### src/sv/tctb_pkg.sv
// Shared types, constants and the microcode table of the countdown timer bank.
// Used by tctb_seq and tagged_countdown_timer_bank; depends on nothing.
`default_nettype none

package tctb_pkg;

    localparam int SLOTS  = 8;
    localparam int IDX_W  = $clog2(SLOTS);
    localparam int CNT_W  = $clog2(SLOTS + 1);
    localparam int TAG_W  = 16;
    localparam int SEC_W  = 16;
    localparam int CMD_W  = 2;
    localparam int KIND_W = 3;
    localparam int CAP_W  = 4;

    localparam logic [CMD_W-1:0] CMD_SET  = 2'd0;
    localparam logic [CMD_W-1:0] CMD_TICK = 2'd1;
    localparam logic [CMD_W-1:0] CMD_LIST = 2'd2;

    typedef enum logic [KIND_W-1:0] {
        KIND_CREATED = 3'd0,
        KIND_UPDATED = 3'd1,
        KIND_FULL    = 3'd2,
        KIND_EXPIRED = 3'd3,
        KIND_ENTRY   = 3'd4,
        KIND_EMPTY   = 3'd5
    } kind_t;

    // microprogram addresses
    typedef enum logic [4:0] {
        ST_IDLE, ST_DSP0, ST_DSP1, ST_DSP2,
        ST_SSCAN, ST_SCMP, ST_SNEXT, ST_SUPD, ST_SCAP, ST_SNEW, ST_SCRE, ST_SFULL,
        ST_TCNT, ST_TPREP, ST_TWALK, ST_TSLOT, ST_TKEEP, ST_TEXP, ST_TFIN,
        ST_LCHK, ST_LEMPTY, ST_LENT, ST_LNXT
    } step_t;

    typedef enum logic [3:0] {
        C_ALWAYS, C_IN_VALID, C_CMD_SET, C_CMD_TICK, C_CMD_LIST, C_I_END,
        C_TAG_HIT, C_AT_CAP, C_SLOT_EXP, C_OUT_FREE, C_CNT_ZERO
    } cond_t;

    typedef enum logic [1:0] { TS_ZERO, TS_IN, TS_SLOT } tag_src_t;
    typedef enum logic [1:0] { RS_ZERO, RS_IN, RS_SLOT } rem_src_t;
    typedef enum logic       { AS_COUNT, AS_LEFT } act_src_t;
    typedef enum logic [1:0] { LS_ONE, LS_EXP, LS_LIST } last_src_t;

    typedef struct packed {
        step_t     jt;
        step_t     jf;
        cond_t     cond;
        logic      take;       // input ready, latch item on transfer
        logic      clr_i;
        logic      clr_cnt;    // clear w, expired and emitted counters
        logic      inc_i;
        logic      inc_w;
        logic      inc_e;
        logic      count_exp;  // pre-pass: count expiring slots
        logic      wr_upd;
        logic      wr_new;
        logic      wr_keep;
        logic      set_count_w;
        logic      emit;
        kind_t     kind;
        tag_src_t  tag_src;
        rem_src_t  rem_src;
        act_src_t  act_src;
        last_src_t last_src;
    } cw_t;

    typedef struct packed {
        logic in_valid;
        logic is_set;
        logic is_tick;
        logic is_list;
        logic i_end;
        logic tag_hit;
        logic at_cap;
        logic slot_exp;
        logic out_free;
        logic cnt_zero;
    } flags_t;

    function automatic cw_t ucode(input step_t st);
        cw_t w;
        w = '0;
        w.jt = ST_IDLE;
        w.jf = ST_IDLE;
        w.cond = C_ALWAYS;
        w.kind = KIND_CREATED;
        w.tag_src = TS_ZERO;
        w.rem_src = RS_ZERO;
        w.act_src = AS_COUNT;
        w.last_src = LS_ONE;
        unique case (st)
            ST_IDLE: begin
                w.cond = C_IN_VALID; w.jt = ST_DSP0; w.jf = ST_IDLE;
                w.take = 1'b1; w.clr_i = 1'b1; w.clr_cnt = 1'b1;
            end
            ST_DSP0: begin
                w.cond = C_CMD_SET; w.jt = ST_SSCAN; w.jf = ST_DSP1;
            end
            ST_DSP1: begin
                w.cond = C_CMD_TICK; w.jt = ST_TCNT; w.jf = ST_DSP2;
            end
            ST_DSP2: begin
                w.cond = C_CMD_LIST; w.jt = ST_LCHK; w.jf = ST_IDLE;
            end
            ST_SSCAN: begin
                w.cond = C_I_END; w.jt = ST_SCAP; w.jf = ST_SCMP;
            end
            ST_SCMP: begin
                w.cond = C_TAG_HIT; w.jt = ST_SUPD; w.jf = ST_SNEXT;
            end
            ST_SNEXT: begin
                w.jt = ST_SSCAN; w.inc_i = 1'b1;
            end
            ST_SUPD: begin
                w.cond = C_OUT_FREE; w.jt = ST_IDLE; w.jf = ST_SUPD;
                w.wr_upd = 1'b1; w.emit = 1'b1; w.kind = KIND_UPDATED;
                w.tag_src = TS_IN; w.rem_src = RS_IN;
            end
            ST_SCAP: begin
                w.cond = C_AT_CAP; w.jt = ST_SFULL; w.jf = ST_SNEW;
            end
            ST_SNEW: begin
                w.jt = ST_SCRE; w.wr_new = 1'b1;
            end
            ST_SCRE: begin
                w.cond = C_OUT_FREE; w.jt = ST_IDLE; w.jf = ST_SCRE;
                w.emit = 1'b1; w.kind = KIND_CREATED;
                w.tag_src = TS_IN; w.rem_src = RS_IN;
            end
            ST_SFULL: begin
                w.cond = C_OUT_FREE; w.jt = ST_IDLE; w.jf = ST_SFULL;
                w.emit = 1'b1; w.kind = KIND_FULL; w.tag_src = TS_IN;
            end
            ST_TCNT: begin
                w.cond = C_I_END; w.jt = ST_TPREP; w.jf = ST_TCNT;
                w.count_exp = 1'b1;
            end
            ST_TPREP: begin
                w.jt = ST_TWALK; w.clr_i = 1'b1;
            end
            ST_TWALK: begin
                w.cond = C_I_END; w.jt = ST_TFIN; w.jf = ST_TSLOT;
            end
            ST_TSLOT: begin
                w.cond = C_SLOT_EXP; w.jt = ST_TEXP; w.jf = ST_TKEEP;
            end
            ST_TKEEP: begin
                w.jt = ST_TWALK; w.wr_keep = 1'b1; w.inc_i = 1'b1; w.inc_w = 1'b1;
            end
            ST_TEXP: begin
                w.cond = C_OUT_FREE; w.jt = ST_TWALK; w.jf = ST_TEXP;
                w.emit = 1'b1; w.kind = KIND_EXPIRED; w.tag_src = TS_SLOT;
                w.act_src = AS_LEFT; w.last_src = LS_EXP;
                w.inc_i = 1'b1; w.inc_e = 1'b1;
            end
            ST_TFIN: begin
                w.jt = ST_IDLE; w.set_count_w = 1'b1;
            end
            ST_LCHK: begin
                w.cond = C_CNT_ZERO; w.jt = ST_LEMPTY; w.jf = ST_LENT;
            end
            ST_LEMPTY: begin
                w.cond = C_OUT_FREE; w.jt = ST_IDLE; w.jf = ST_LEMPTY;
                w.emit = 1'b1; w.kind = KIND_EMPTY;
            end
            ST_LENT: begin
                w.cond = C_OUT_FREE; w.jt = ST_LNXT; w.jf = ST_LENT;
                w.emit = 1'b1; w.kind = KIND_ENTRY; w.tag_src = TS_SLOT;
                w.rem_src = RS_SLOT; w.last_src = LS_LIST; w.inc_i = 1'b1;
            end
            ST_LNXT: begin
                w.cond = C_I_END; w.jt = ST_IDLE; w.jf = ST_LENT;
            end
            default: begin
                w.jt = ST_IDLE;
            end
        endcase
        return w;
    endfunction

endpackage

`default_nettype wire

### src/sv/tagged_countdown_timer_bank.sv
// Top level of the tagged countdown timer bank: slot storage, counters, output register.
// Depends on tctb_pkg and tctb_seq.
//
// Usage:
//   Input stream s_*: one command per transfer. s_tuser carries the command (set, tick,
//   list), s_tdata the tag and the seconds of a set command. Results leave on m_*:
//   m_tuser is the result kind, m_tdata tag / remaining seconds / active count, and
//   m_tlast marks the final result of a command. A tick with nothing expiring and the
//   unused command code give no result. The capacity register, written through cfg_we /
//   cfg_wdata, is to be written by the user only while idle; the block does not enforce it.
// Sequencing:
//   A microcoded sequencer walks the slots one at a time through one read port.
// Reset: no timers active, capacity 1, output empty.
// Stall: a result waits in the output register; the sequencer holds on the next result
//   until the register frees, so no result is lost. Input is taken only when idle.
`default_nettype none

module tagged_countdown_timer_bank (
    input  wire logic        aclk,
    input  wire logic        aresetn,
    input  wire logic        s_tvalid,
    output      logic        s_tready,
    input  wire logic [31:0] s_tdata,   // [15:0] tag, [31:16] seconds
    input  wire logic [1:0]  s_tuser,   // [1:0] cmd
    output      logic        m_tvalid,
    input  wire logic        m_tready,
    output      logic [39:0] m_tdata,   // [15:0] timer_tag, [31:16] remaining, [35:32] active
    output      logic [2:0]  m_tuser,   // [2:0] kind
    output      logic        m_tlast,
    input  wire logic        cfg_we,
    input  wire logic [3:0]  cfg_wdata  // capacity
);
    import tctb_pkg::*;

    cw_t    cw;
    flags_t flags;

    logic [TAG_W-1:0] slot_tags_reg [SLOTS];
    logic [SEC_W-1:0] slot_secs_reg [SLOTS];

    logic [CNT_W-1:0] count_reg, i_reg, w_reg, nexp_reg, eseen_reg;
    logic [CAP_W-1:0] capacity_reg;
    logic [CMD_W-1:0] cmd_reg;
    logic [TAG_W-1:0] tag_reg;
    logic [SEC_W-1:0] secs_reg;

    logic             m_tvalid_reg;
    logic [39:0]      m_tdata_reg;
    logic [2:0]       m_tuser_reg;
    logic             m_tlast_reg;

    logic [TAG_W-1:0] rd_tag;
    logic [SEC_W-1:0] rd_sec;
    logic [CAP_W-1:0] cap_eff;
    logic             out_free, act_en, accept;
    logic [TAG_W-1:0] o_tag;
    logic [SEC_W-1:0] o_rem;
    logic [CNT_W-1:0] o_act;
    logic             o_last;

    tctb_seq u_seq (
        .aclk    (aclk),
        .aresetn (aresetn),
        .flags   (flags),
        .cw      (cw)
    );

    assign rd_tag   = slot_tags_reg[i_reg[IDX_W-1:0]];
    assign rd_sec   = slot_secs_reg[i_reg[IDX_W-1:0]];
    assign cap_eff  = (capacity_reg > CAP_W'(SLOTS)) ? CAP_W'(SLOTS) : capacity_reg;
    assign out_free = !m_tvalid_reg || m_tready;
    // an emitting step does nothing until the output register can take its result
    assign act_en   = !cw.emit || out_free;
    assign s_tready = cw.take;
    assign accept   = s_tvalid && cw.take;

    always_comb begin
        flags.in_valid = s_tvalid;
        flags.is_set   = (cmd_reg == CMD_SET);
        flags.is_tick  = (cmd_reg == CMD_TICK);
        flags.is_list  = (cmd_reg == CMD_LIST);
        flags.i_end    = (i_reg >= count_reg);
        flags.tag_hit  = (rd_tag == tag_reg);
        flags.at_cap   = (CAP_W'(count_reg) >= cap_eff);
        flags.slot_exp = (rd_sec <= SEC_W'(1));
        flags.out_free = out_free;
        flags.cnt_zero = (count_reg == '0);
    end

    always_comb begin
        case (cw.tag_src)
            TS_IN:   o_tag = tag_reg;
            TS_SLOT: o_tag = rd_tag;
            default: o_tag = '0;
        endcase
        case (cw.rem_src)
            RS_IN:   o_rem = secs_reg;
            RS_SLOT: o_rem = rd_sec;
            default: o_rem = '0;
        endcase
        case (cw.act_src)
            AS_LEFT: o_act = count_reg - nexp_reg;
            default: o_act = count_reg;
        endcase
        case (cw.last_src)
            LS_EXP:  o_last = (eseen_reg == nexp_reg - CNT_W'(1));
            LS_LIST: o_last = (i_reg == count_reg - CNT_W'(1));
            default: o_last = 1'b1;
        endcase
    end

    // control registers
    always_ff @(posedge aclk) begin
        if (!aresetn) begin
            count_reg    <= '0;
            i_reg        <= '0;
            w_reg        <= '0;
            nexp_reg     <= '0;
            eseen_reg    <= '0;
            capacity_reg <= CAP_W'(1);
            m_tvalid_reg <= 1'b0;
        end else begin
            if (cfg_we) begin
                capacity_reg <= cfg_wdata;
            end
            if (act_en) begin
                if (cw.clr_i) begin
                    i_reg <= '0;
                end else if (cw.inc_i || (cw.count_exp && !flags.i_end)) begin
                    i_reg <= i_reg + CNT_W'(1);
                end
                if (cw.clr_cnt) begin
                    w_reg     <= '0;
                    nexp_reg  <= '0;
                    eseen_reg <= '0;
                end else begin
                    if (cw.inc_w) begin
                        w_reg <= w_reg + CNT_W'(1);
                    end
                    if (cw.inc_e) begin
                        eseen_reg <= eseen_reg + CNT_W'(1);
                    end
                    if (cw.count_exp && !flags.i_end && flags.slot_exp) begin
                        nexp_reg <= nexp_reg + CNT_W'(1);
                    end
                end
                if (cw.wr_new) begin
                    count_reg <= count_reg + CNT_W'(1);
                end else if (cw.set_count_w) begin
                    count_reg <= w_reg;
                end
            end
            if (cw.emit && out_free) begin
                m_tvalid_reg <= 1'b1;
            end else if (m_tready) begin
                m_tvalid_reg <= 1'b0;
            end
        end
    end

    // payload: latched command, slot storage, output data
    always_ff @(posedge aclk) begin
        if (accept) begin
            cmd_reg  <= s_tuser;
            tag_reg  <= s_tdata[15:0];
            secs_reg <= s_tdata[31:16];
        end
        if (act_en) begin
            if (cw.wr_upd) begin
                slot_secs_reg[i_reg[IDX_W-1:0]] <= secs_reg;
            end else if (cw.wr_new) begin
                slot_tags_reg[count_reg[IDX_W-1:0]] <= tag_reg;
                slot_secs_reg[count_reg[IDX_W-1:0]] <= secs_reg;
            end else if (cw.wr_keep) begin
                // compaction: w never passes i, so the move is safe in place
                slot_tags_reg[w_reg[IDX_W-1:0]] <= rd_tag;
                slot_secs_reg[w_reg[IDX_W-1:0]] <= rd_sec - SEC_W'(1);
            end
        end
        if (cw.emit && out_free) begin
            m_tdata_reg <= {4'b0, o_act, o_rem, o_tag};
            m_tuser_reg <= cw.kind;
            m_tlast_reg <= o_last;
        end
    end

    assign m_tvalid = m_tvalid_reg;
    assign m_tdata  = m_tdata_reg;
    assign m_tuser  = m_tuser_reg;
    assign m_tlast  = m_tlast_reg;

    a_count_bound: assert property (@(posedge aclk) disable iff (!aresetn)
        count_reg <= CNT_W'(SLOTS))
        else $error("active count above slot count");

    a_compact_order: assert property (@(posedge aclk) disable iff (!aresetn)
        cw.wr_keep |-> (w_reg <= i_reg))
        else $error("compaction write ahead of read pointer");

    a_emit_holds: assert property (@(posedge aclk) disable iff (!aresetn)
        (m_tvalid_reg && !m_tready) |=> $stable(m_tdata_reg) && m_tvalid_reg)
        else $error("stalled result changed");

endmodule

`default_nettype wire

### src/sv/tctb_seq.sv
// Microcode sequencer: step counter, condition select and jump logic.
// Control words come from tctb_pkg::ucode; flags come from the datapath.
`default_nettype none

module tctb_seq (
    input  wire logic            aclk,
    input  wire logic            aresetn,
    input  wire tctb_pkg::flags_t flags,
    output tctb_pkg::cw_t        cw
);
    import tctb_pkg::*;

    step_t step_reg, step_next;
    logic  cond_true;

    assign cw = ucode(step_reg);

    always_comb begin
        case (cw.cond)
            C_ALWAYS:   cond_true = 1'b1;
            C_IN_VALID: cond_true = flags.in_valid;
            C_CMD_SET:  cond_true = flags.is_set;
            C_CMD_TICK: cond_true = flags.is_tick;
            C_CMD_LIST: cond_true = flags.is_list;
            C_I_END:    cond_true = flags.i_end;
            C_TAG_HIT:  cond_true = flags.tag_hit;
            C_AT_CAP:   cond_true = flags.at_cap;
            C_SLOT_EXP: cond_true = flags.slot_exp;
            C_OUT_FREE: cond_true = flags.out_free;
            C_CNT_ZERO: cond_true = flags.cnt_zero;
            default:    cond_true = 1'b1;
        endcase
        step_next = cond_true ? cw.jt : cw.jf;
    end

    always_ff @(posedge aclk) begin
        if (!aresetn) begin
            step_reg <= ST_IDLE;
        end else begin
            step_reg <= step_next;
        end
    end

    a_idle_wait: assert property (@(posedge aclk) disable iff (!aresetn)
        (step_reg == ST_IDLE && !flags.in_valid) |=> step_reg == ST_IDLE)
        else $error("sequencer left idle without an input transfer");

    a_emit_stall: assert property (@(posedge aclk) disable iff (!aresetn)
        (cw.emit && !flags.out_free) |=> $stable(step_reg))
        else $error("sequencer advanced past a stalled result");

    a_reset_idle: assert property (@(posedge aclk)
        !aresetn |=> step_reg == ST_IDLE)
        else $error("sequencer not idle after reset");

endmodule

`default_nettype wire
### config.mk
export PLATFORM = sky130hd
export DESIGN_NAME = tagged_countdown_timer_bank
export DESIGN_NICKNAME = d
export VERILOG_FILES = /design/src/sv/tctb_pkg.sv /design/src/sv/tagged_countdown_timer_bank.sv /design/src/sv/tctb_seq.sv
export SDC_FILE = /design/constraint.sdc
export NUM_CORES = 1
export LEC_CHECK = 0
export BUFFER_PORTS_ARGS = -buffer_cell sky130_fd_sc_hd__buf_2
export CORE_ASPECT_RATIO = 1.2
export CORE_MARGIN = 2
export CORE_UTILIZATION = 45
export CTS_CLUSTER_DIAMETER = 200
export DETAILED_ROUTE_END_ITERATION = 10
export PLACE_DENSITY = 0.68
export SYNTH_ARGS = -nofsm -noshare
export SYNTH_HDL_FRONTEND = slang
export SYNTH_HIERARCHICAL = 1
export SYNTH_SLANG_ARGS = --single-unit
### constraint.sdc
create_clock -name aclk -period 10.23 [get_ports aclk]
set_clock_uncertainty 0.05 [all_clocks]
set_input_delay 1.023 -clock aclk [delete_from_list [all_inputs] [get_ports aclk]]
set_output_delay 1.023 -clock aclk [all_outputs]
set_load 0.005 [all_outputs]
Yosys cells after proc, flatten, opt, wreduce, memory -nomap -nowiden:

Memory sizes are Yosys's and may differ from the RTL's. A register that Yosys moved wholly into a read port is not among the register bits.
Cells that the tools add are included.

* logic and storage cells: 165
* output and inout port bits: 46
* input port bits: 43
* bits in writable memories: 256
* register bits: 104
* memories: 2

* $add $sub $neg: 9
* reductions and logical operators: 34
* mux-type cells: 59
* equality and inequality tests: 43
* magnitude comparators: 4

Memories
* slot_secs_reg: words 8, width 16, read ports 1, clocked after Yosys merged registers in 1, wr ports 1, line tagged_countdown_timer_bank.sv:39 `logic [SEC_W-1:0] slot_secs_reg [SLOTS];`
* slot_tags_reg: words 8, width 16, read ports 1, clocked after Yosys merged registers in 1, wr ports 1, line tagged_countdown_timer_bank.sv:38 `logic [TAG_W-1:0] slot_tags_reg [SLOTS];`

Operators by type and width (count)
* $pmux 9 s18: 1
* $pmux 5 s14: 1
* $pmux 16 s2: 2
* $mux 16: 3
* $mux 4: 12
* $reduce_or 16->1: 3
* $eq 5x4->1 const B: 8
* $eq 5x5->1 const B: 7
* $mux 1: 26
* $pmux 4 s6: 1
* $mux 3: 7
* $add 4x1->4 const B: 5
* $eq 5x3->1 const B: 4
* $eq 16x16->1: 1
* $eq 4x3->1 const B: 4
* $le 16x1->1 const B: 1
* $sub 16x1->16 const B: 1
* $eq 4x4->1 const B: 3
* $pmux 2 s2: 3
* $reduce_bool 2->1: 6
* $eq 5x2->1 const B: 2
* $pmux 1 s10: 1
* $reduce_and 2->1: 5
* $eq 2x1->1 const B: 4
* other kinds (20): 38

Longest topological paths before layout:

* depth after elaboration: 9
* gate-level depth with buffers: 17
* depth with buffers taken out: 14

Hierarchy:

Netlist, hierarchy kept.

By module, submodules not included
* tagged_countdown_timer_bank: sequential area each 10470.0 sq um, cells each 969, area an instance 15307.2 sq um, instances 1
* tctb_seq: sequential area each 100.1 sq um, cells each 205, area an instance 1376.3 sq um, instances 1

Least setup slack after synthesis:

Ideal clock, no wire load.

* path type: register -> register
* start point: register u_seq.step_reg[2]
* end point: memory slot_secs_reg[0][0], enable pin
* setup slack: 6.376 ns
* clock period less this slack: 3.854 ns
* data required time: 9.771 ns
* cell stages (with the launch flop): 13
* library setup time: 0.409 ns
* data arrival time: 3.395 ns
* buffers on the path: 5
* cells stage by stage: dfxtp_1 buf_4 buf_4 buf_2 clkbuf_1 a22oi_1 o22ai_1 nand2_1 nand3_1 clkbuf_1 a21oi_1 nand2b_1 nor3_1

RTL lines
* from (decl): line tctb_seq.sv:13 `step_t step_reg, step_next;`
* from (signal assigned): line tctb_seq.sv:40 `step_reg <= step_next;`
* to (decl): line tagged_countdown_timer_bank.sv:39

==> summary.txt <==
Run status
  • Status: finished clean

Power and ir drop
  • Int Pwr: 3.019 mW
  • Peak supply drop: about 110 uV
  • Net Sw Frac: roughly 31%
  • Pleak: 6.275 nW
  • Net Sw Power: between 1 and 1.5 mW
  • Logic pwr share: 25.3%
  • Reg power frac: 43.8%
  • Clk pwr share: between 30% and 40%
  • PwrDens: 232.2 nW/um^2

Clock tree
  • # clock sinks: between 300 and 400
  • CTS hold repair buffers: 0
  • Setup Fix Bufs, Post-CTS: 0
  • H-tree levels: 2
  • Post_cts resized: 0
  • Clk Latency, worst-skew pair: roughly 0.55 ns
  • Reg clk slew, reported paths: 0.06 ns
  • CTS Buffer Depth: 3
  • CTS tree: yes
  • Clock root cell: clkbuf_16
  • Num CTS Buffers: 38

Detailed routing
  • Via count: about 10000
  • First drt pass iteration count: 5
  • DR WL/cell: around 21 um
  • Residual DRC count: 0
  • Post-Route WL: ~36 mm
  • Final ANT Viol Nets: 0
  • Routed vias/inst: 5.698
  • 1st-iter DRT viols: ~740

Floorplanning
  • Starting Density: 45.39%
  • Core ar.: approximately 37000 sq um
  • FP Rows: 77
  • Die Wd: 179.7 um
  • Die H: 214.8 um
  • Die area: a little under 40000 sq um
  • I/O pins: 89

Timing
  • Fin. max-slew vios: 0
  • Final Critical Period: a little under 5 ns
  • Final setup viols: 0
  • Hold WS: 0.4266 ns
  • Final period utilization: 48.19%
  • Worst slew pin tran: 1.078 ns
  • Fin. Hold Viols: 0
  • Fin Setup TNS: 0 ns
  • Worst slew margin: 27.60%
  • RSZ-0062 raised after global routing: false
  • Timing-limited maximum frequency: 202.8 MHz

Placed design
  • Port Buf Inserts: 84
  • Gpl congestion: about 0.87
  • HPWL after detailed placement: between 20 and 25 mm

Worst setup path
  • Delay-heaviest family, CP: buffers and inverters
  • Arr. time, crit path: 5.34 ns
  • Critical path class: reg2reg
  • Largest fanout on the critical path: 44
  • Critical path's most frequent cell: inv_1
  • Startpoint Class: flip-flop
  • Max incr delay on CP: 0.78 ns
  • R2r worst-path depth: 14
  • Levels on crit path: 14
  • Critical Path RT: 10.64 ns
  • CP endpoint kind: flip-flop
  • CP Cell Sequence: buf_4 > mux4_2 > mux2_2 > inv_1 > ha_1 > o2111ai_1 > nor4_4 > inv_1 > o21ai_0 > a311oi_1 > nor3_1 > a311o_1 > a21oi_1 > nor3b_2
  • Slowest stage cell, crit path: buf_4
  • Crit path buf inv count: 3

Global route
  • Total track usage: a little under a fifth
  • GR Overflow Total: 0
  • Vias in the first global route: 10020
  • Initial antenna violation count: 0
  • Largest net degree at the start of global routing: 79
  • First-pass GRT wire length: 56.31 mm

Cells and area
  • Layout net count: about 1300
  • Footprint of the multi-input gates: about 5600 sq um
  • Most common cell after layout, fill and taps aside: edfxtp_1
  • Fillers: 3006
  • Area growth from synthesis to layout: 12.52%
  • Inserted Diodes: 0
  • FF/Latch Area: approximately 11000 sq um
  • Layout cells sized above 1: 20.65%
  • Most frequent cells in the layout: 330 x edfxtp_1, 91 x nand2_1, 84 x buf_2, 80 x nor2_1, 64 x mux4_2

Logic synthesis
  • Synth Cell Area: 16660 sq um
  • Synth Area per Inst: 14.24 sq um
  • Yosys Warn Count: 6
  • Cells after Synth: 1170

Job
  • Max_cap viols: 0

Min path
  • Hold Path Depth: 2
  • Hold Path Class: reg2reg
==> power groups by stage <==
stage	clock network (mW)	logic, mW	registers (mW)
2_1_floorplan	0	0.881	1.89
3_3_place_gp	0	1.08	1.93
3_5_place_dp	0	1.11	1.94
4_1_cts	1.38	1.11	1.91
5_1_grt	1.44	1.21	1.92
6_report	1.35	1.10	1.90
==> layer usage <==
metal	vias up	wire (um)	GRT usage, %	part of all wire [%]
li1	4609	-	-	-
met1	4993	15170	24.65	42
met2	332	18000	31.25	50
met3	78	1966	2.830	5.4
met4	0	1108	6.640	3.1
met5	-	0	0	0
==> final cells by class <==
class                   count  area share [%]
clock buffers              45           5.213
clock inverters            24           1.301
inverters                  30          0.6007
multi-input cells         710           29.98
flip-flops and latches    363           56.42
well taps                 474           3.164
repair buffers            111           3.324
==> path summary, 6_finish.rpt <==
| path | from | slack [ns] | to |
|---|---|---|---|
| worst max-delay path | flip-flop | 5.30 | u_seq/step_reg[2] |
| worst min-delay path | capacity_reg[0] | 0.43 | capacity_reg[0] |
| worst max register to register | flip-flop | 5.30 | u_seq/step_reg[2] |
| worst min register to register | capacity_reg[0] | 0.43 | capacity_reg[0] |
==> through the flow <==
stage | instances | power [mW] | setup slack, ns | instance area [sq um] | util [%]
after detailed placement | 1688 | 3.041 | 5.281 | 17530 | 47.75
after CTS | 1757 | 4.392 | 5.266 | 18750 | 51.07
after global routing | 1757 | 4.567 | 4.939 | 18750 | 51.07
after global placement | 1688 | 3.013 | 5.476 | 17530 | 47.75
final | 1757 | 4.354 | 5.300 | 18750 | 51.07
after floorplan | 1173 | 2.769 | 6.402 | 16670 | -
==> tightest hold or removal path, cell delays in order (launching register included) <==
cell and delay (ns):
dfxtp_1 0.32, mux2i_1 0.07, nand2_1 0.06
No activity file was read; power rests on OpenSTA's default activity.
